## src/rtl/core/wfpid_pkg.sv

```systemverilog
// Shared types and constants of the wall-following PID motor drive.
// Used by the interfaces, the register file, the divider, the top level and the checker.
`default_nettype none

package wfpid_pkg;

   localparam int REG_W       = 16;
   localparam int CSR_INDEX_W = 3;
   localparam int SUM_W       = 17;
   localparam int DUTY_W      = 16;
   localparam int CV_W        = 17;
   localparam int CASE_W      = 3;
   localparam int DIV_NUM_W   = 32;
   localparam int DIV_DEN_W   = 16;

   localparam int ERR_OFFSET  = 120;
   localparam int NEAR_LIMIT  = 250;
   localparam int FIFTH_DIV   = 5;

   localparam logic [REG_W-1:0] GAIN_P_RESET         = 16'd256;
   localparam logic [REG_W-1:0] GAIN_I_RESET         = 16'd0;
   localparam logic [REG_W-1:0] GAIN_D_RESET         = 16'd0;
   localparam logic [REG_W-1:0] INTEGRAL_LIMIT_RESET = 16'd1000;
   localparam logic [REG_W-1:0] MAX_DIFFERENCE_RESET = 16'd100;
   localparam logic [REG_W-1:0] FULL_DUTY_RESET      = 16'd0;
   localparam logic [REG_W-1:0] TURN_TICKS_RESET     = 16'd200;

   typedef enum logic [CSR_INDEX_W-1:0] {
      CSR_FOLLOW_SIDE    = 3'd0,
      CSR_GAIN_P         = 3'd1,
      CSR_GAIN_I         = 3'd2,
      CSR_GAIN_D         = 3'd3,
      CSR_INTEGRAL_LIMIT = 3'd4,
      CSR_MAX_DIFFERENCE = 3'd5,
      CSR_FULL_DUTY      = 3'd6,
      CSR_TURN_TICKS     = 3'd7
   } csr_index_type;

   typedef enum logic [CASE_W-1:0] {
      CASE_PIVOT     = 3'd0,
      CASE_CORNER    = 3'd1,
      CASE_HARD_TURN = 3'd2,
      CASE_LATE_ARC  = 3'd3,
      CASE_STEER     = 3'd4
   } drive_case_type;

   typedef struct packed {
      logic             follow_side;
      logic [REG_W-1:0] gain_p;
      logic [REG_W-1:0] gain_i;
      logic [REG_W-1:0] gain_d;
      logic [REG_W-1:0] integral_limit;
      logic [REG_W-1:0] max_difference;
      logic [REG_W-1:0] full_duty;
      logic [REG_W-1:0] turn_ticks;
   } cfg_type;

   typedef struct packed {
      logic                 start;
      logic [DIV_NUM_W-1:0] numer;
      logic [DIV_DEN_W-1:0] denom;
   } div_req_type;

   typedef struct packed {
      logic                 done;
      logic [DIV_NUM_W-1:0] quot;
   } div_rsp_type;

endpackage

`default_nettype wire

```

## src/rtl/core/wfpid_if.sv

```systemverilog
// Request and response channel interfaces of the wall-following motor drive.
// Depends on wfpid_pkg for field widths.
`default_nettype none

interface wfpid_req_if #(
   parameter int SENSOR_BITS = 10
);
   logic                   valid;
   logic                   ready;
   logic [SENSOR_BITS-1:0] left_sensor;
   logic [SENSOR_BITS-1:0] front_sensor;
   logic [SENSOR_BITS-1:0] right_sensor;

   modport source (output valid, output left_sensor, output front_sensor,
                   output right_sensor, input ready);
   modport sink   (input valid, input left_sensor, input front_sensor,
                   input right_sensor, output ready);
endinterface

interface wfpid_rsp_if;
   logic                                valid;
   logic                                ready;
   logic        [wfpid_pkg::DUTY_W-1:0] left_duty;
   logic        [wfpid_pkg::DUTY_W-1:0] right_duty;
   logic                                dir_a;
   logic                                dir_b;
   logic                                dir_c;
   logic                                dir_d;
   logic        [wfpid_pkg::CASE_W-1:0] drive_case;
   logic signed [wfpid_pkg::CV_W-1:0]   control_out;

   modport source (output valid, output left_duty, output right_duty, output dir_a,
                   output dir_b, output dir_c, output dir_d, output drive_case,
                   output control_out, input ready);
   modport sink   (input valid, input left_duty, input right_duty, input dir_a,
                   input dir_b, input dir_c, input dir_d, input drive_case,
                   input control_out, output ready);
endinterface

`default_nettype wire

```

## src/rtl/core/wfpid_csr.sv

```systemverilog
// Configuration register file of the wall-following motor drive.
// Depends on wfpid_pkg for the register index codes and the cfg_type bundle.
`default_nettype none

module wfpid_csr (
   input  logic                                clock,
   input  logic                                reset,
   input  logic                                csr_wr_en,
   input  logic [wfpid_pkg::CSR_INDEX_W-1:0]   csr_index,
   input  logic [wfpid_pkg::REG_W-1:0]         csr_wdata,
   output wfpid_pkg::cfg_type                  cfg
);

   wfpid_pkg::cfg_type cfg_ff;
   wfpid_pkg::cfg_type cfg_in;

   always_comb begin
      cfg_in = cfg_ff;
      if (csr_wr_en) begin
         case (wfpid_pkg::csr_index_type'(csr_index))
            wfpid_pkg::CSR_FOLLOW_SIDE:    cfg_in.follow_side    = csr_wdata[0];
            wfpid_pkg::CSR_GAIN_P:         cfg_in.gain_p         = csr_wdata;
            wfpid_pkg::CSR_GAIN_I:         cfg_in.gain_i         = csr_wdata;
            wfpid_pkg::CSR_GAIN_D:         cfg_in.gain_d         = csr_wdata;
            wfpid_pkg::CSR_INTEGRAL_LIMIT: cfg_in.integral_limit = csr_wdata;
            wfpid_pkg::CSR_MAX_DIFFERENCE: cfg_in.max_difference = csr_wdata;
            wfpid_pkg::CSR_FULL_DUTY:      cfg_in.full_duty      = csr_wdata;
            wfpid_pkg::CSR_TURN_TICKS:     cfg_in.turn_ticks     = csr_wdata;
            default:                       cfg_in = cfg_ff;
         endcase
      end
   end

   always_ff @(posedge clock) begin
      if (reset) begin
         cfg_ff.follow_side    <= 1'b0;
         cfg_ff.gain_p         <= wfpid_pkg::GAIN_P_RESET;
         cfg_ff.gain_i         <= wfpid_pkg::GAIN_I_RESET;
         cfg_ff.gain_d         <= wfpid_pkg::GAIN_D_RESET;
         cfg_ff.integral_limit <= wfpid_pkg::INTEGRAL_LIMIT_RESET;
         cfg_ff.max_difference <= wfpid_pkg::MAX_DIFFERENCE_RESET;
         cfg_ff.full_duty      <= wfpid_pkg::FULL_DUTY_RESET;
         cfg_ff.turn_ticks     <= wfpid_pkg::TURN_TICKS_RESET;
      end else begin
         cfg_ff <= cfg_in;
      end
   end

   assign cfg = cfg_ff;

endmodule

`default_nettype wire

```

## src/rtl/core/wfpid_mul.sv

```systemverilog
// Shared signed multiplier with a registered product.
// Stand-alone; operand widths come from the instantiating module.
`default_nettype none

module wfpid_mul #(
   parameter int A_W = 18,
   parameter int B_W = 17
) (
   input  logic                      clock,
   input  logic signed [A_W-1:0]     a,
   input  logic signed [B_W-1:0]     b,
   output logic signed [A_W+B_W-1:0] prod
);

   logic signed [A_W+B_W-1:0] prod_ff;
   logic signed [A_W+B_W-1:0] prod_in;

   assign prod_in = (A_W+B_W)'(a) * (A_W+B_W)'(b);

   always_ff @(posedge clock) begin
      prod_ff <= prod_in;
   end

   assign prod = prod_ff;

endmodule

`default_nettype wire

```

## src/rtl/core/wfpid_div.sv

```systemverilog
// Restoring unsigned divider, one quotient bit per cycle.
// Depends on wfpid_pkg for div_req_type, div_rsp_type and operand widths.
`default_nettype none

module wfpid_div (
   input  logic                   clock,
   input  logic                   reset,
   input  wfpid_pkg::div_req_type req,
   output wfpid_pkg::div_rsp_type rsp
);

   localparam int NUM_W = wfpid_pkg::DIV_NUM_W;
   localparam int DEN_W = wfpid_pkg::DIV_DEN_W;
   localparam int CNT_W = $clog2(NUM_W + 1);

   logic             busy_ff, busy_in;
   logic             done_ff, done_in;
   logic [CNT_W-1:0] cnt_ff, cnt_in;
   logic [NUM_W-1:0] quot_ff, quot_in;
   logic [DEN_W-1:0] rem_ff, rem_in;
   logic [DEN_W-1:0] den_ff, den_in;

   logic [DEN_W:0]   rem_shift;
   logic [DEN_W:0]   rem_diff;
   logic             fits;

   assign rem_shift = {rem_ff, quot_ff[NUM_W-1]};
   assign rem_diff  = rem_shift - {1'b0, den_ff};
   assign fits      = rem_shift >= {1'b0, den_ff};

   always_comb begin
      busy_in = busy_ff;
      done_in = 1'b0;
      cnt_in  = cnt_ff;
      quot_in = quot_ff;
      rem_in  = rem_ff;
      den_in  = den_ff;
      if (req.start) begin
         busy_in = 1'b1;
         cnt_in  = CNT_W'(NUM_W);
         quot_in = req.numer;
         rem_in  = '0;
         den_in  = req.denom;
      end else if (busy_ff) begin
         quot_in = {quot_ff[NUM_W-2:0], fits};
         rem_in  = fits ? rem_diff[DEN_W-1:0] : rem_shift[DEN_W-1:0];
         cnt_in  = cnt_ff - CNT_W'(1);
         if (cnt_ff == CNT_W'(1)) begin
            busy_in = 1'b0;
            done_in = 1'b1;
         end
      end
   end

   always_ff @(posedge clock) begin
      if (reset) begin
         busy_ff <= 1'b0;
         done_ff <= 1'b0;
         cnt_ff  <= '0;
      end else begin
         busy_ff <= busy_in;
         done_ff <= done_in;
         cnt_ff  <= cnt_in;
      end
      quot_ff <= quot_in;
      rem_ff  <= rem_in;
      den_ff  <= den_in;
   end

   assign rsp.done = done_ff;
   assign rsp.quot = quot_ff;

endmodule

`default_nettype wire

```

## src/rtl/core/wall_follow_pid_motor_drive.sv

```systemverilog
// Top level of the wall-following PID motor drive: sequencer, PID state and drive choice.
// Depends on wfpid_pkg, wfpid_if, wfpid_csr, wfpid_mul and wfpid_div.
//
//   channel  | role   | handshake          | contents
//   req_bus  | sink   | valid/ready        | left, front and right sensor samples
//   rsp_bus  | source | valid/ready        | duties, direction pins, case, control value
//   csr_*    | write  | csr_wr_en strobe   | register index and 16-bit data
//
// The 32-step divider forms the fractional duties when a case needs one.
// The block takes one request at a time; the result waits in the output register.
// Reset is synchronous and restores the registers and the PID state.
`default_nettype none

module wall_follow_pid_motor_drive #(
   parameter int SENSOR_BITS    = 10,
   parameter int GAIN_FRAC_BITS = 8
) (
   input  logic                              clock,
   input  logic                              reset,
   wfpid_req_if.sink                         req_bus,
   wfpid_rsp_if.source                       rsp_bus,
   input  logic                              csr_wr_en,
   input  logic [wfpid_pkg::CSR_INDEX_W-1:0] csr_index,
   input  logic [wfpid_pkg::REG_W-1:0]       csr_wdata
);

   localparam int REG_W     = wfpid_pkg::REG_W;
   localparam int SUM_W     = wfpid_pkg::SUM_W;
   localparam int CV_W      = wfpid_pkg::CV_W;
   localparam int DUTY_W    = wfpid_pkg::DUTY_W;
   localparam int NUM_W     = wfpid_pkg::DIV_NUM_W;
   localparam int DEN_W     = wfpid_pkg::DIV_DEN_W;
   localparam int ERR_W     = SENSOR_BITS + 1;
   localparam int DER_W     = SENSOR_BITS + 2;
   localparam int SUM_TMP_W = ((ERR_W > SUM_W) ? ERR_W : SUM_W) + 1;
   localparam int MUL_A_W   = (DER_W > SUM_W + 1) ? DER_W : SUM_W + 1;
   localparam int MUL_B_W   = REG_W + 1;
   localparam int PROD_W    = MUL_A_W + MUL_B_W;
   localparam int ACC_W     = PROD_W + 2;

   localparam logic signed [ERR_W-1:0]       OFFSET_S = ERR_W'(wfpid_pkg::ERR_OFFSET);
   localparam logic        [SENSOR_BITS-1:0] NEAR_S   = SENSOR_BITS'(wfpid_pkg::NEAR_LIMIT);
   localparam logic        [DEN_W-1:0]       FIFTH_S  = DEN_W'(wfpid_pkg::FIFTH_DIV);

   typedef enum logic [3:0] {
      ST_IDLE,
      ST_PID,
      ST_MUL_P,
      ST_MUL_I,
      ST_MUL_D,
      ST_ACC_D,
      ST_DECIDE,
      ST_DR_MUL,
      ST_DR_LATCH,
      ST_DIV_GO,
      ST_DIV_WAIT,
      ST_DONE
   } state_type;

   wfpid_pkg::cfg_type     cfg;
   wfpid_pkg::div_req_type div_req;
   wfpid_pkg::div_rsp_type div_rsp;

   state_type                      state_ff, state_in;
   logic [SENSOR_BITS-1:0]         left_ff, left_in;
   logic [SENSOR_BITS-1:0]         front_ff, front_in;
   logic [SENSOR_BITS-1:0]         right_ff, right_in;
   logic signed [ERR_W-1:0]        err_ff, err_in;
   logic signed [DER_W-1:0]        deriv_ff, deriv_in;
   logic signed [SUM_W-1:0]        sum_ff, sum_in;
   logic signed [ERR_W-1:0]        prev_ff, prev_in;
   logic [REG_W-1:0]               turn_ff, turn_in;
   logic signed [ACC_W-1:0]        acc_ff, acc_in;
   logic signed [CV_W-1:0]         cv_ff, cv_in;
   logic [REG_W-1:0]               dr_diff_ff, dr_diff_in;
   logic [NUM_W-1:0]               numer_ff, numer_in;
   logic [DEN_W-1:0]               denom_ff, denom_in;
   logic                           tgt_right_ff, tgt_right_in;
   logic [DUTY_W-1:0]              ld_ff, ld_in;
   logic [DUTY_W-1:0]              rd_ff, rd_in;
   logic                           da_ff, da_in;
   logic                           db_ff, db_in;
   logic                           dc_ff, dc_in;
   logic                           dd_ff, dd_in;
   wfpid_pkg::drive_case_type      case_ff, case_in;

   logic                           rsp_valid_ff, rsp_valid_in;
   logic [DUTY_W-1:0]              rsp_ld_ff, rsp_ld_in;
   logic [DUTY_W-1:0]              rsp_rd_ff, rsp_rd_in;
   logic                           rsp_a_ff, rsp_a_in;
   logic                           rsp_b_ff, rsp_b_in;
   logic                           rsp_c_ff, rsp_c_in;
   logic                           rsp_d_ff, rsp_d_in;
   logic [wfpid_pkg::CASE_W-1:0]   rsp_case_ff, rsp_case_in;
   logic signed [CV_W-1:0]         rsp_cv_ff, rsp_cv_in;

   logic                           rside;
   logic [SENSOR_BITS-1:0]         wall;
   logic [SENSOR_BITS-1:0]         other;
   logic signed [ERR_W-1:0]        err_calc;
   logic signed [SUM_TMP_W-1:0]    sum_tmp;
   logic signed [SUM_TMP_W-1:0]    lim_s;
   logic signed [SUM_W-1:0]        sum_clamp;
   logic signed [DER_W-1:0]        deriv_calc;
   logic signed [MUL_A_W-1:0]      mul_a;
   logic signed [MUL_B_W-1:0]      mul_b;
   logic signed [PROD_W-1:0]       mul_prod;
   logic signed [ACC_W-1:0]        cv_full;
   logic signed [ACC_W-1:0]        maxd_s;
   logic signed [CV_W-1:0]         cv_clamp;
   logic [REG_W-1:0]               mag;
   logic [REG_W-1:0]               turn_inc;
   logic                           wall_near;
   logic                           front_near;
   logic                           other_far;
   logic                           cv_over;

   wfpid_csr u_csr (
      .clock     (clock),
      .reset     (reset),
      .csr_wr_en (csr_wr_en),
      .csr_index (csr_index),
      .csr_wdata (csr_wdata),
      .cfg       (cfg)
   );

   wfpid_mul #(
      .A_W (MUL_A_W),
      .B_W (MUL_B_W)
   ) u_mul (
      .clock (clock),
      .a     (mul_a),
      .b     (mul_b),
      .prod  (mul_prod)
   );

   wfpid_div u_div (
      .clock (clock),
      .reset (reset),
      .req   (div_req),
      .rsp   (div_rsp)
   );

   assign rside = cfg.follow_side;
   assign wall  = rside ? right_ff : left_ff;
   assign other = rside ? left_ff : right_ff;

   assign err_calc   = signed'({1'b0, wall}) - OFFSET_S;
   assign sum_tmp    = SUM_TMP_W'(sum_ff) + SUM_TMP_W'(err_calc);
   assign lim_s      = SUM_TMP_W'(signed'({1'b0, cfg.integral_limit}));
   assign deriv_calc = DER_W'(err_calc) - DER_W'(prev_ff);

   always_comb begin
      if (sum_tmp > lim_s) begin
         sum_clamp = SUM_W'(lim_s);
      end else if (sum_tmp < -lim_s) begin
         sum_clamp = SUM_W'(-lim_s);
      end else begin
         sum_clamp = SUM_W'(sum_tmp);
      end
   end

   assign cv_full = acc_ff >>> GAIN_FRAC_BITS;
   assign maxd_s  = ACC_W'(signed'({1'b0, cfg.max_difference}));
   assign cv_over = cv_full > maxd_s;

   always_comb begin
      if (cv_over) begin
         cv_clamp = CV_W'(maxd_s);
      end else if (cv_full < -maxd_s) begin
         cv_clamp = CV_W'(-maxd_s);
      end else begin
         cv_clamp = CV_W'(cv_full);
      end
   end

   assign mag        = cv_clamp[CV_W-1] ? REG_W'(-cv_clamp) : REG_W'(cv_clamp);
   assign turn_inc   = (turn_ff != '1) ? turn_ff + REG_W'(1) : turn_ff;
   assign wall_near  = wall < NEAR_S;
   assign front_near = front_ff < NEAR_S;
   assign other_far  = other > NEAR_S;

   always_comb begin
      case (state_ff)
         ST_MUL_P: begin
            mul_a = MUL_A_W'(err_ff);
            mul_b = signed'({1'b0, cfg.gain_p});
         end
         ST_MUL_I: begin
            mul_a = MUL_A_W'(sum_ff);
            mul_b = signed'({1'b0, cfg.gain_i});
         end
         ST_MUL_D: begin
            mul_a = MUL_A_W'(deriv_ff);
            mul_b = signed'({1'b0, cfg.gain_d});
         end
         ST_DR_MUL: begin
            mul_a = MUL_A_W'(signed'({1'b0, dr_diff_ff}));
            mul_b = signed'({1'b0, cfg.full_duty});
         end
         default: begin
            mul_a = '0;
            mul_b = '0;
         end
      endcase
   end

   assign div_req.start = state_ff == ST_DIV_GO;
   assign div_req.numer = numer_ff;
   assign div_req.denom = denom_ff;

   always_comb begin
      state_in     = state_ff;
      left_in      = left_ff;
      front_in     = front_ff;
      right_in     = right_ff;
      err_in       = err_ff;
      deriv_in     = deriv_ff;
      sum_in       = sum_ff;
      prev_in      = prev_ff;
      turn_in      = turn_ff;
      acc_in       = acc_ff;
      cv_in        = cv_ff;
      dr_diff_in   = dr_diff_ff;
      numer_in     = numer_ff;
      denom_in     = denom_ff;
      tgt_right_in = tgt_right_ff;
      ld_in        = ld_ff;
      rd_in        = rd_ff;
      da_in        = da_ff;
      db_in        = db_ff;
      dc_in        = dc_ff;
      dd_in        = dd_ff;
      case_in      = case_ff;
      rsp_valid_in = rsp_valid_ff && !rsp_bus.ready;
      rsp_ld_in    = rsp_ld_ff;
      rsp_rd_in    = rsp_rd_ff;
      rsp_a_in     = rsp_a_ff;
      rsp_b_in     = rsp_b_ff;
      rsp_c_in     = rsp_c_ff;
      rsp_d_in     = rsp_d_ff;
      rsp_case_in  = rsp_case_ff;
      rsp_cv_in    = rsp_cv_ff;

      case (state_ff)
         ST_IDLE: begin
            if (req_bus.valid) begin
               left_in  = req_bus.left_sensor;
               front_in = req_bus.front_sensor;
               right_in = req_bus.right_sensor;
               state_in = ST_PID;
            end
         end
         ST_PID: begin
            err_in   = err_calc;
            sum_in   = sum_clamp;
            deriv_in = deriv_calc;
            prev_in  = err_calc;
            state_in = ST_MUL_P;
         end
         ST_MUL_P: begin
            state_in = ST_MUL_I;
         end
         ST_MUL_I: begin
            acc_in   = ACC_W'(mul_prod);
            state_in = ST_MUL_D;
         end
         ST_MUL_D: begin
            acc_in   = acc_ff + ACC_W'(mul_prod);
            state_in = ST_ACC_D;
         end
         ST_ACC_D: begin
            acc_in   = acc_ff + ACC_W'(mul_prod);
            state_in = ST_DECIDE;
         end
         ST_DECIDE: begin
            cv_in        = cv_clamp;
            ld_in        = cfg.full_duty;
            rd_in        = cfg.full_duty;
            da_in        = 1'b0;
            db_in        = 1'b1;
            dc_in        = 1'b0;
            dd_in        = 1'b1;
            tgt_right_in = rside;
            numer_in     = NUM_W'(cfg.full_duty);
            denom_in     = FIFTH_S;
            if (wall_near && front_near && other_far) begin
               case_in  = wfpid_pkg::CASE_PIVOT;
               da_in    = rside;
               dc_in    = !rside;
               state_in = ST_DONE;
            end else if (wall_near && front_near) begin
               case_in  = wfpid_pkg::CASE_CORNER;
               da_in    = rside;
               db_in    = !rside;
               dc_in    = !rside;
               dd_in    = rside;
               if (rside) begin
                  ld_in = cfg.full_duty >> 1;
               end else begin
                  rd_in = cfg.full_duty >> 1;
               end
               state_in = ST_DIV_GO;
            end else if (cv_over) begin
               turn_in = turn_inc;
               if (turn_inc <= cfg.turn_ticks) begin
                  case_in  = wfpid_pkg::CASE_HARD_TURN;
                  da_in    = !rside;
                  dc_in    = rside;
                  numer_in = NUM_W'({cfg.full_duty, 1'b0});
               end else begin
                  case_in  = wfpid_pkg::CASE_LATE_ARC;
               end
               state_in = ST_DIV_GO;
            end else begin
               case_in      = wfpid_pkg::CASE_STEER;
               turn_in      = '0;
               tgt_right_in = cv_clamp[CV_W-1] ^ rside;
               denom_in     = cfg.max_difference;
               dr_diff_in   = cfg.max_difference - mag;
               if (cfg.max_difference == '0) begin
                  if (cv_clamp[CV_W-1] ^ rside) begin
                     rd_in = '0;
                  end else begin
                     ld_in = '0;
                  end
                  state_in = ST_DONE;
               end else begin
                  state_in = ST_DR_MUL;
               end
            end
         end
         ST_DR_MUL: begin
            state_in = ST_DR_LATCH;
         end
         ST_DR_LATCH: begin
            numer_in = mul_prod[NUM_W-1:0];
            state_in = ST_DIV_GO;
         end
         ST_DIV_GO: begin
            state_in = ST_DIV_WAIT;
         end
         ST_DIV_WAIT: begin
            if (div_rsp.done) begin
               if (tgt_right_ff) begin
                  rd_in = div_rsp.quot[DUTY_W-1:0];
               end else begin
                  ld_in = div_rsp.quot[DUTY_W-1:0];
               end
               state_in = ST_DONE;
            end
         end
         ST_DONE: begin
            if (!rsp_valid_ff || rsp_bus.ready) begin
               rsp_valid_in = 1'b1;
               rsp_ld_in    = ld_ff;
               rsp_rd_in    = rd_ff;
               rsp_a_in     = da_ff;
               rsp_b_in     = db_ff;
               rsp_c_in     = dc_ff;
               rsp_d_in     = dd_ff;
               rsp_case_in  = case_ff;
               rsp_cv_in    = cv_ff;
               state_in     = ST_IDLE;
            end
         end
         default: begin
            state_in = ST_IDLE;
         end
      endcase
   end

   always_ff @(posedge clock) begin
      if (reset) begin
         state_ff     <= ST_IDLE;
         sum_ff       <= '0;
         prev_ff      <= '0;
         turn_ff      <= '0;
         rsp_valid_ff <= 1'b0;
      end else begin
         state_ff     <= state_in;
         sum_ff       <= sum_in;
         prev_ff      <= prev_in;
         turn_ff      <= turn_in;
         rsp_valid_ff <= rsp_valid_in;
      end
      left_ff      <= left_in;
      front_ff     <= front_in;
      right_ff     <= right_in;
      err_ff       <= err_in;
      deriv_ff     <= deriv_in;
      acc_ff       <= acc_in;
      cv_ff        <= cv_in;
      dr_diff_ff   <= dr_diff_in;
      numer_ff     <= numer_in;
      denom_ff     <= denom_in;
      tgt_right_ff <= tgt_right_in;
      ld_ff        <= ld_in;
      rd_ff        <= rd_in;
      da_ff        <= da_in;
      db_ff        <= db_in;
      dc_ff        <= dc_in;
      dd_ff        <= dd_in;
      case_ff      <= case_in;
      rsp_ld_ff    <= rsp_ld_in;
      rsp_rd_ff    <= rsp_rd_in;
      rsp_a_ff     <= rsp_a_in;
      rsp_b_ff     <= rsp_b_in;
      rsp_c_ff     <= rsp_c_in;
      rsp_d_ff     <= rsp_d_in;
      rsp_case_ff  <= rsp_case_in;
      rsp_cv_ff    <= rsp_cv_in;
   end

   assign req_bus.ready       = state_ff == ST_IDLE;
   assign rsp_bus.valid       = rsp_valid_ff;
   assign rsp_bus.left_duty   = rsp_ld_ff;
   assign rsp_bus.right_duty  = rsp_rd_ff;
   assign rsp_bus.dir_a       = rsp_a_ff;
   assign rsp_bus.dir_b       = rsp_b_ff;
   assign rsp_bus.dir_c       = rsp_c_ff;
   assign rsp_bus.dir_d       = rsp_d_ff;
   assign rsp_bus.drive_case  = rsp_case_ff;
   assign rsp_bus.control_out = rsp_cv_ff;

endmodule

`default_nettype wire

```

## src/flat_wrapper.sv

```systemverilog
// flat-port wrapper written by rule: the top's interface ports become plain ports
module wall_follow_pid_motor_drive_flat 
#(
   parameter int SENSOR_BITS    = 10,
   parameter int GAIN_FRAC_BITS = 8
)
  (clock, reset, csr_wr_en, csr_index, csr_wdata, req_bus_valid, req_bus_left_sensor, req_bus_front_sensor, req_bus_right_sensor, req_bus_ready, rsp_bus_valid, rsp_bus_left_duty, rsp_bus_right_duty, rsp_bus_dir_a, rsp_bus_dir_b, rsp_bus_dir_c, rsp_bus_dir_d, rsp_bus_drive_case, rsp_bus_control_out, rsp_bus_ready);
  wfpid_req_if #(.SENSOR_BITS(SENSOR_BITS)) req_bus_i ();
  wfpid_rsp_if rsp_bus_i ();
  input  logic clock;
  input  logic reset;
  input  logic csr_wr_en;
  input  logic [wfpid_pkg::CSR_INDEX_W-1:0] csr_index;
  input  logic [wfpid_pkg::REG_W-1:0] csr_wdata;
  input wire logic [$bits(req_bus_i.valid)-1:0] req_bus_valid;
  input wire logic [$bits(req_bus_i.left_sensor)-1:0] req_bus_left_sensor;
  input wire logic [$bits(req_bus_i.front_sensor)-1:0] req_bus_front_sensor;
  input wire logic [$bits(req_bus_i.right_sensor)-1:0] req_bus_right_sensor;
  output wire logic [$bits(req_bus_i.ready)-1:0] req_bus_ready;
  output wire logic [$bits(rsp_bus_i.valid)-1:0] rsp_bus_valid;
  output wire logic [$bits(rsp_bus_i.left_duty)-1:0] rsp_bus_left_duty;
  output wire logic [$bits(rsp_bus_i.right_duty)-1:0] rsp_bus_right_duty;
  output wire logic [$bits(rsp_bus_i.dir_a)-1:0] rsp_bus_dir_a;
  output wire logic [$bits(rsp_bus_i.dir_b)-1:0] rsp_bus_dir_b;
  output wire logic [$bits(rsp_bus_i.dir_c)-1:0] rsp_bus_dir_c;
  output wire logic [$bits(rsp_bus_i.dir_d)-1:0] rsp_bus_dir_d;
  output wire logic [$bits(rsp_bus_i.drive_case)-1:0] rsp_bus_drive_case;
  output wire logic [$bits(rsp_bus_i.control_out)-1:0] rsp_bus_control_out;
  input wire logic [$bits(rsp_bus_i.ready)-1:0] rsp_bus_ready;
  assign req_bus_i.valid = req_bus_valid;
  assign req_bus_i.left_sensor = req_bus_left_sensor;
  assign req_bus_i.front_sensor = req_bus_front_sensor;
  assign req_bus_i.right_sensor = req_bus_right_sensor;
  assign req_bus_ready = req_bus_i.ready;
  assign rsp_bus_valid = rsp_bus_i.valid;
  assign rsp_bus_left_duty = rsp_bus_i.left_duty;
  assign rsp_bus_right_duty = rsp_bus_i.right_duty;
  assign rsp_bus_dir_a = rsp_bus_i.dir_a;
  assign rsp_bus_dir_b = rsp_bus_i.dir_b;
  assign rsp_bus_dir_c = rsp_bus_i.dir_c;
  assign rsp_bus_dir_d = rsp_bus_i.dir_d;
  assign rsp_bus_drive_case = rsp_bus_i.drive_case;
  assign rsp_bus_control_out = rsp_bus_i.control_out;
  assign rsp_bus_i.ready = rsp_bus_ready;
  wall_follow_pid_motor_drive #(.SENSOR_BITS(SENSOR_BITS), .GAIN_FRAC_BITS(GAIN_FRAC_BITS)) u_core (.clock(clock), .reset(reset), .req_bus(req_bus_i), .rsp_bus(rsp_bus_i), .csr_wr_en(csr_wr_en), .csr_index(csr_index), .csr_wdata(csr_wdata));
endmodule
```

## config.mk

```make
export PLATFORM = sky130hd
export DESIGN_NAME = wall_follow_pid_motor_drive_flat
export DESIGN_NICKNAME = d
export VERILOG_FILES = /design/src/rtl/core/wfpid_pkg.sv /design/src/rtl/core/wfpid_if.sv /design/src/rtl/core/wfpid_csr.sv /design/src/rtl/core/wfpid_mul.sv /design/src/rtl/core/wfpid_div.sv /design/src/rtl/core/wall_follow_pid_motor_drive.sv /design/src/flat_wrapper.sv
export SDC_FILE = /design/constraint.sdc
export NUM_CORES = 2
export LEC_CHECK = 0
export CAP_MARGIN = 20
export CORE_MARGIN = 2
export CORE_UTILIZATION = 50
export DETAILED_ROUTE_END_ITERATION = 12
export DONT_BUFFER_PORTS = 1
export GPL_TIMING_DRIVEN = 0
export PLACE_DENSITY = 0.67
export SLEW_MARGIN = 20
export SYNTH_ARGS = -nofsm -noshare
export SYNTH_HDL_FRONTEND = slang
export SYNTH_SLANG_ARGS = --single-unit
export TNS_END_PERCENT = 100
```

## constraint.sdc

```tcl
create_clock -name clock -period 9.5 [get_ports clock]
set_input_delay 1.425 -clock clock [delete_from_list [all_inputs] [get_ports clock]]
set_output_delay 1.425 -clock clock [all_outputs]
set_load 0.005 [all_outputs]
```

# Word-level counts from Yosys, hierarchy flattened
# Index checks and enable logic that the tools add are counted.
op_classes:
  n_addsub: 11
  mul: 1
  magnitude_cmp: 9
  n_eq_ne: 25
  mux: 68
  bitwise_logic: 5
  reduce_logical: 36
op_table:
  columns: ["cell", "n"]
  rows:
  - ["2-to-1 mux 16 bit", 20]
  - ["2-to-1 mux 32 bit", 5]
  - ["2-to-1 mux 17 bit", 5]
  - ["case mux 37 bit (2 select lines)", 1]
  - ["case mux 18 bit (4 select lines)", 1]
  - ["case mux 16 bit (2 select lines)", 2]
  - ["case mux 16 bit (4 select lines)", 1]
  - ["case mux 32 bit (2 select lines)", 1]
  - ["case mux 4 bit (12 select lines)", 1]
  - ["adder 37 x 35 -> 37 bit", 1]
  - ["less-than comparator 29 x 37 -> 1 bit", 1]
  - ["negation 16 -> 37 bit", 1]
  - ["multiplier 18 x 17 -> 35 bit", 1]
  - ["subtractor 16 bit", 2]
  - ["greater-than comparator 29 x 17 -> 1 bit", 1]
  - ["2-to-1 mux 4 bit", 7]
  - ["less-than comparator 10 x 8 -> 1 bit (second input constant)", 2]
  - ["2-to-1 mux 10 bit", 2]
  - ["AND reduction 2 bit", 10]
  - ["2-to-1 mux 1 bit", 19]
  - ["adder 17 x 11 -> 18 bit", 1]
  - ["greater-than comparator 18 x 17 -> 1 bit", 1]
  - ["less-than comparator 18 bit", 1]
  - ["negation 16 -> 18 bit", 1]
  - ["34 further kinds", 67]
totals:
  regBits: 536
  input_bits: 54
  out_inout_bits: 58
  word_cells: 204

# Logic depth before layout (Yosys ltp)
depth:
  ltp_word: 11
  depth_mapped: 35
  mapped_depth_nobuf: 33

# Hierarchy
# Synthesis repeated with hierarchy kept, for this count alone.
hier_totals:
  hier_cells: 4113
  area_unflattened_um2: 40944.3
by_module_without_submodules:
  columns: ["module", "n_inst", "cells_per_inst", "area_per_inst_um2", "seq_area_each_um2"]
  rows:
  - ["wall_follow_pid_motor_drive", 1, 2089, 20573.5, 8968.6]
  - ["wfpid_mul", 1, 1288, 12111.6, 700.7]
  - ["wfpid_csr", 1, 404, 4508.1, 2262.2]
  - ["wfpid_div", 1, 332, 3751.1, 1921.8]

# Worst setup path after synthesis
# No wires, ideal clock.
synth_timing:
  kind: "reg-to-reg"
  from: "register u_core.state_ff[1]"
  to: "register u_core.u_mul.prod_ff[32] (netlist: u_core.u_mul.prod[32])"
  setup_ps: 72
  arrival_time_ps: 7457
  required_ps: 9428
  slack_ps: 1971
  path_stages_with_launch: 31
  path_buffers: 3
  path_cell_list: "dfxtp_1 > clkbuf_1 > nor2_1 > nand2_1 > nor2_1 > clkbuf_1 > nand2_1 > nand2_1 > clkbuf_1 > nand2_1 > fa_1 > inv_1 > fa_1 > inv_1 > fa_1 > inv_1 > fa_1 > fa_1 > inv_1 > fa_1 > inv_1 > ha_1 > o21a_1 > o21ai_0 > a31oi_1 > o41ai_1 > o21ai_1 > a2111oi_0 > o21bai_1 > a21oi_1 > xnor2_1"
synth_via:
  elab_chain_cells: 3
  elab_cells_between_ends: 7
synth_rtl:
  columns: ["item", "line_no", "text"]
  rows:
  - ["start: declaration", "wall_follow_pid_motor_drive.sv:64", "state_type state_ff, state_in;"]
  - ["start signal: assignment", "wall_follow_pid_motor_drive.sv:381", "state_ff <= state_in;"]
  - ["== test 4 x 3 -> 1 bit / == test 4 x 2 -> 1 bit (equally long branches)", "wall_follow_pid_motor_drive.sv:184", "case (state_ff)"]
  - ["case mux 18 bit (4 select lines) / case mux 16 bit (4 select lines) (equally long branches)", "wall_follow_pid_motor_drive.sv:184", null]
  - ["multiplier 18 x 17 -> 35 bit (*)", "wfpid_mul.sv:18", "assign prod_in = (A_W+B_W)'(a) * (A_W+B_W)'(b);"]
  - ["net u_core.u_mul.prod_in[32]", "wfpid_mul.sv:16", "logic signed [A_W+B_W-1:0] prod_in;"]
  - ["end signal: assignment", "wfpid_mul.sv:21", "prod_ff <= prod_in;"]
  - ["end: declaration", "wfpid_mul.sv:15", "logic signed [A_W+B_W-1:0] prod_ff;"]
# Mark *: on every way through the listed nets, which the timed path passes. The rest lies on a longest branch.
# A chain may end at the register's enable or synchronous reset.

# Final worst setup path
# Ends and elaborated chain as after synthesis.

==> flow_summary.rst <==
.. list-table::
   :header-rows: 1

   * - Metric
     - Value
   * - Status
     - finished, final reports clean
   * - Worst Path Class, Setup
     - reg2reg
   * - ANT nets after route
     - 0
   * - Final core utilization
     - 55.2%
   * - Global-route wire length before repair
     - 175000 um
   * - Master of the slowest instance on the critical path
     - sky130_fd_sc_hd__a2111oi_0
   * - Antenna violations before repair
     - 2
   * - Starting utilization of the core area
     - 50.6%
   * - Switching power of the nets
     - 1.73 mW
   * - Hold Crit Class
     - reg2reg
   * - Worst-case setup margin in the final layout
     - 0.384 ns
   * - Count of flip-flops with a built-in enable after synthesis
     - 314
   * - # diodes
     - 0
   * - Floorplan core area
     - 77600 sq um
   * - Power share of the sequential group
     - 43.0%
   * - Required @ worst endpoint
     - 10.00 ns
   * - Internal power
     - 4.35 mW
   * - Total global routing track utilization
     - 27.9%
   * - Clock group share of total power
     - 39.1%
   * - Via Count
     - 31541
   * - Maximum Capacitance Violations
     - 0
   * - Number of warnings printed during yosys synthesis
     - 0
   * - Max stage delay on crit path
     - 0.62 ns
   * - Mean instance size in the synthesized netlist
     - 9.18 sq um
   * - CTS Root Cell
     - sky130_fd_sc_hd__clkbuf_16
   * - Number of top-level pins
     - 112
   * - Die outline area
     - 80800 sq um
   * - Met3 layer usage reported by global route
     - 4.94%
   * - DR WL/cell
     - 20.7 um
   * - Clock-pin slew on the worst setup and hold paths
     - 0.07 ns
   * - Fraction of final layout cells with drive strength greater than 1
     - 4.32%
   * - Total area of multi-input combinational cells
     - 22900 sq um
   * - Number of pins with negative max-slew slack in the final report
     - 0
   * - Post-detail-place hpwl
     - 89100 um
   * - Total clock sinks
     - 535
   * - Busiest metal layer after global routing
     - met2
   * - Cell class contributing the biggest share of worst-path delay
     - adder cells
   * - Max Fanout on Critical Path
     - 10
   * - Number of hold-repair buffers added at the cts stage
     - 0
   * - Period minus WS final
     - 9.12 ns
   * - Clock tree from TritonCTS
     - done
   * - Via count of the first global-routing pass
     - 30697
   * - Die Ht
     - 284 um
   * - Post-CTS Setup Inserts
     - 0
   * - H-tree lvl count
     - 2
   * - Switch share
     - 28.5%
   * - Sequential fraction of the synthesis area
     - 35.3%
   * - Post-route clock skew
     - 0.0696 ns
   * - Combined buffer and inverter count along the critical path
     - 7
   * - Most frequent standard cell in the layout excluding fill and tap cells
     - sky130_fd_sc_hd__nand2_1
   * - Most Frequent Cell on Critical Path
     - sky130_fd_sc_hd__fa_1
   * - Routed vias/inst
     - 5.80
   * - Residual DRC count
     - 0
   * - Count of nets after finishing
     - 4982
   * - Worst-case hold slack
     - 0.413 ns
   * - Worst Setup Slack post-DPL
     - -0.0733 ns
   * - Number of buffers added on ports
     - 0
   * - Setup violation total in the final timing report
     - 0
   * - Remaining Overflow, GRT
     - 0
   * - Seq cells post-synth
     - 535
   * - Async set-or-reset flop fraction in the synthesized netlist
     - 0%
   * - Share of total power in combinational logic
     - 17.9%
   * - Final number of hold-violating endpoints
     - 0
   * - Met1 track demand over resource in global routing
     - 38.0%
   * - Routability cong.
     - 0.979
   * - Top_reg_cell synth
     - sky130_fd_sc_hd__edfxtp_1
   * - Cell count after placement
     - 5331
   * - Fin crit share
     - 96.0%
   * - Total power of the final layout
     - 6.09 mW
   * - Sequential cell area in the final layout
     - 13900 sq um
   * - Headroom to the max-slew limit
     - 26.3%
   * - Number of CTS-inserted buffers
     - 58
   * - Area Growth Syn to Fin
     - 9.11%
   * - Crit path arrival time
     - 9.62 ns
   * - Summed area of non-filler cells in the final layout
     - 42800 sq um
   * - Drt pass-1 iters
     - 6
   * - Transition time of the tightest slew-check pin
     - 1.10 ns
   * - Finished Layout Cells
     - 5438
   * - Category of the worst setup path launch point
     - register
   * - Detailed router's first-iteration violation count
     - 3093
   * - Mapped cell area
     - 39300 sq um
   * - Standard-cell rows
     - 102
   * - Largest buffer count on any clock path
     - 3
   * - Lkg Pwr
     - 18.2 nW
   * - Sum of negative setup slack
     - 0 ns
   * - Power per Cell Area
     - 142 nW/um^2
   * - Placement Cell Area
     - 40800 sq um
   * - Commonest non-fill, non-tap cells in the layout
     - sky130_fd_sc_hd__nand2_1 (731), sky130_fd_sc_hd__inv_1 (505), sky130_fd_sc_hd__edfxtp_1 (314)
   * - Sum of routed wire length over all layers
     - 113000 um
   * - Met2 Resource Use GR
     - 44.1%
   * - Insertion delay of the later-clocked pin in the worst-skew pair
     - 0.65 ns
   * - Max Fclk
     - 110 MHz
   * - Net count after synthesis
     - 4913
   * - Maximum resistive drop on vdd
     - 0.000134 V
   * - CP endpoint kind
     - register
   * - Maximum number of pins on one net before global-route repair
     - 37
   * - Count of mapped cells out of synthesis
     - 4279
   * - Filler cell count
     - 7048
   * - Count of cell types in the netlist
     - 82
   * - X dimension of the die
     - 284 um
   * - Number of gates resized after CTS
     - 1
[flip-flops by register name, summed over array words and instances, names as in the netlist, 17 cells and up]
name and flops:
u_core.u_mul.prod 35, u_core.u_csr.cfg 113, u_core.acc_ff 37, u_core.cv_ff 17, u_core.u_div.quot_ff 32, u_core.sum_ff 17
u_core.rsp_bus.control_out 17, u_core.numer_ff 32
[final cells by class]
cell class | instances | share of cell area (%)
buffer | 166 | 1.55
clock buffer | 69 | 3.51
clock inverter | 41 | 1.17
inverter | 511 | 4.48
multi-input combinational | 3063 | 53.6
sequential | 535 | 32.3
tap | 1040 | 3.04
timing repair buffer | 13 | 0.374
[power by group through the flow]
stage                     logic (mW)  clock network (mW)  registers (mW)
after floorplan                0.790                   0            2.62
after global placement          1.04                   0            2.66
after detailed placement        1.06                   0            2.66
after CTS                       1.07                2.41            2.61
after global routing            1.20                2.51            2.62
final                           1.09                2.38            2.62
[worst paths after layout]
| path | startpoint | to | slack, ns | cells after the start |
|---|---|---|---|---|
| hold reg to reg | u_core.denom_ff[15]$_SDFFCE_PP0P_ | u_core.u_div.den_ff[15]$_DFFE_PP_ | 0.41 | 0 |
| hold / removal | u_core.denom_ff[15]$_SDFFCE_PP0P_ | u_core.u_div.den_ff[15]$_DFFE_PP_ | 0.41 | 0 |
| setup / recovery | u_core.state_ff[1]$_SDFFE_PP0P_ | u_core.u_mul.prod[32]$_DFF_P_ | 0.38 | 29 |
| setup reg to reg | u_core.state_ff[1]$_SDFFE_PP0P_ | u_core.u_mul.prod[32]$_DFF_P_ | 0.38 | 29 |
[synthesized netlist by cell type, types with 26 or more instances]
master | count | area share (%)
sky130_fd_sc_hd__o21ai_0 | 175 | 2.2
sky130_fd_sc_hd__and2_1 | 35 | 0.56
sky130_fd_sc_hd__xor2_1 | 46 | 1.0
sky130_fd_sc_hd__nand3_1 | 73 | 0.93
sky130_fd_sc_hd__nand2_1 | 733 | 7.0
sky130_fd_sc_hd__o211ai_1 | 26 | 0.50
sky130_fd_sc_hd__a21o_1 | 54 | 1.0
sky130_fd_sc_hd__nand4_1 | 50 | 0.80
sky130_fd_sc_hd__nor3_1 | 60 | 0.76
sky130_fd_sc_hd__fa_1 | 288 | 15
sky130_fd_sc_hd__clkbuf_1 | 151 | 1.4
sky130_fd_sc_hd__and3_1 | 45 | 0.72
sky130_fd_sc_hd__edfxtp_1 | 314 | 24
sky130_fd_sc_hd__o22ai_1 | 49 | 0.78
sky130_fd_sc_hd__nor2_1 | 306 | 2.9
sky130_fd_sc_hd__o21a_1 | 28 | 0.54
sky130_fd_sc_hd__mux2i_1 | 31 | 0.79
sky130_fd_sc_hd__xnor2_1 | 112 | 2.5
sky130_fd_sc_hd__ha_1 | 292 | 9.3
sky130_fd_sc_hd__dfxtp_1 | 221 | 11
sky130_fd_sc_hd__a21oi_1 | 293 | 3.7
sky130_fd_sc_hd__nand2b_1 | 38 | 0.61
sky130_fd_sc_hd__inv_1 | 507 | 4.8
sky130_fd_sc_hd__nor2b_1 | 31 | 0.49
[cells by family (layout without fill, tap and decap cells)]
family          Yosys count  count (layout)  share of synthesized area (%)
flops                   535             535                           35.3
mux                      41              41                           1.08
buf+inv                 681             800                           6.56
xor+xnor                159             159                           3.58
simple gates           1454            1454                           16.4
compound gates          829             829                           13.1
fa+ha+maj               580             580                           24.0
[routing by layer]
metal  routed length (um)  vias to the layer above
met1                47000                    15198
met3                10200                      279
li1                     -                    14683
met4                 4880                        2
met2                50500                     1379
met5                   14                        -
Power figures use the tool's default switching activity.
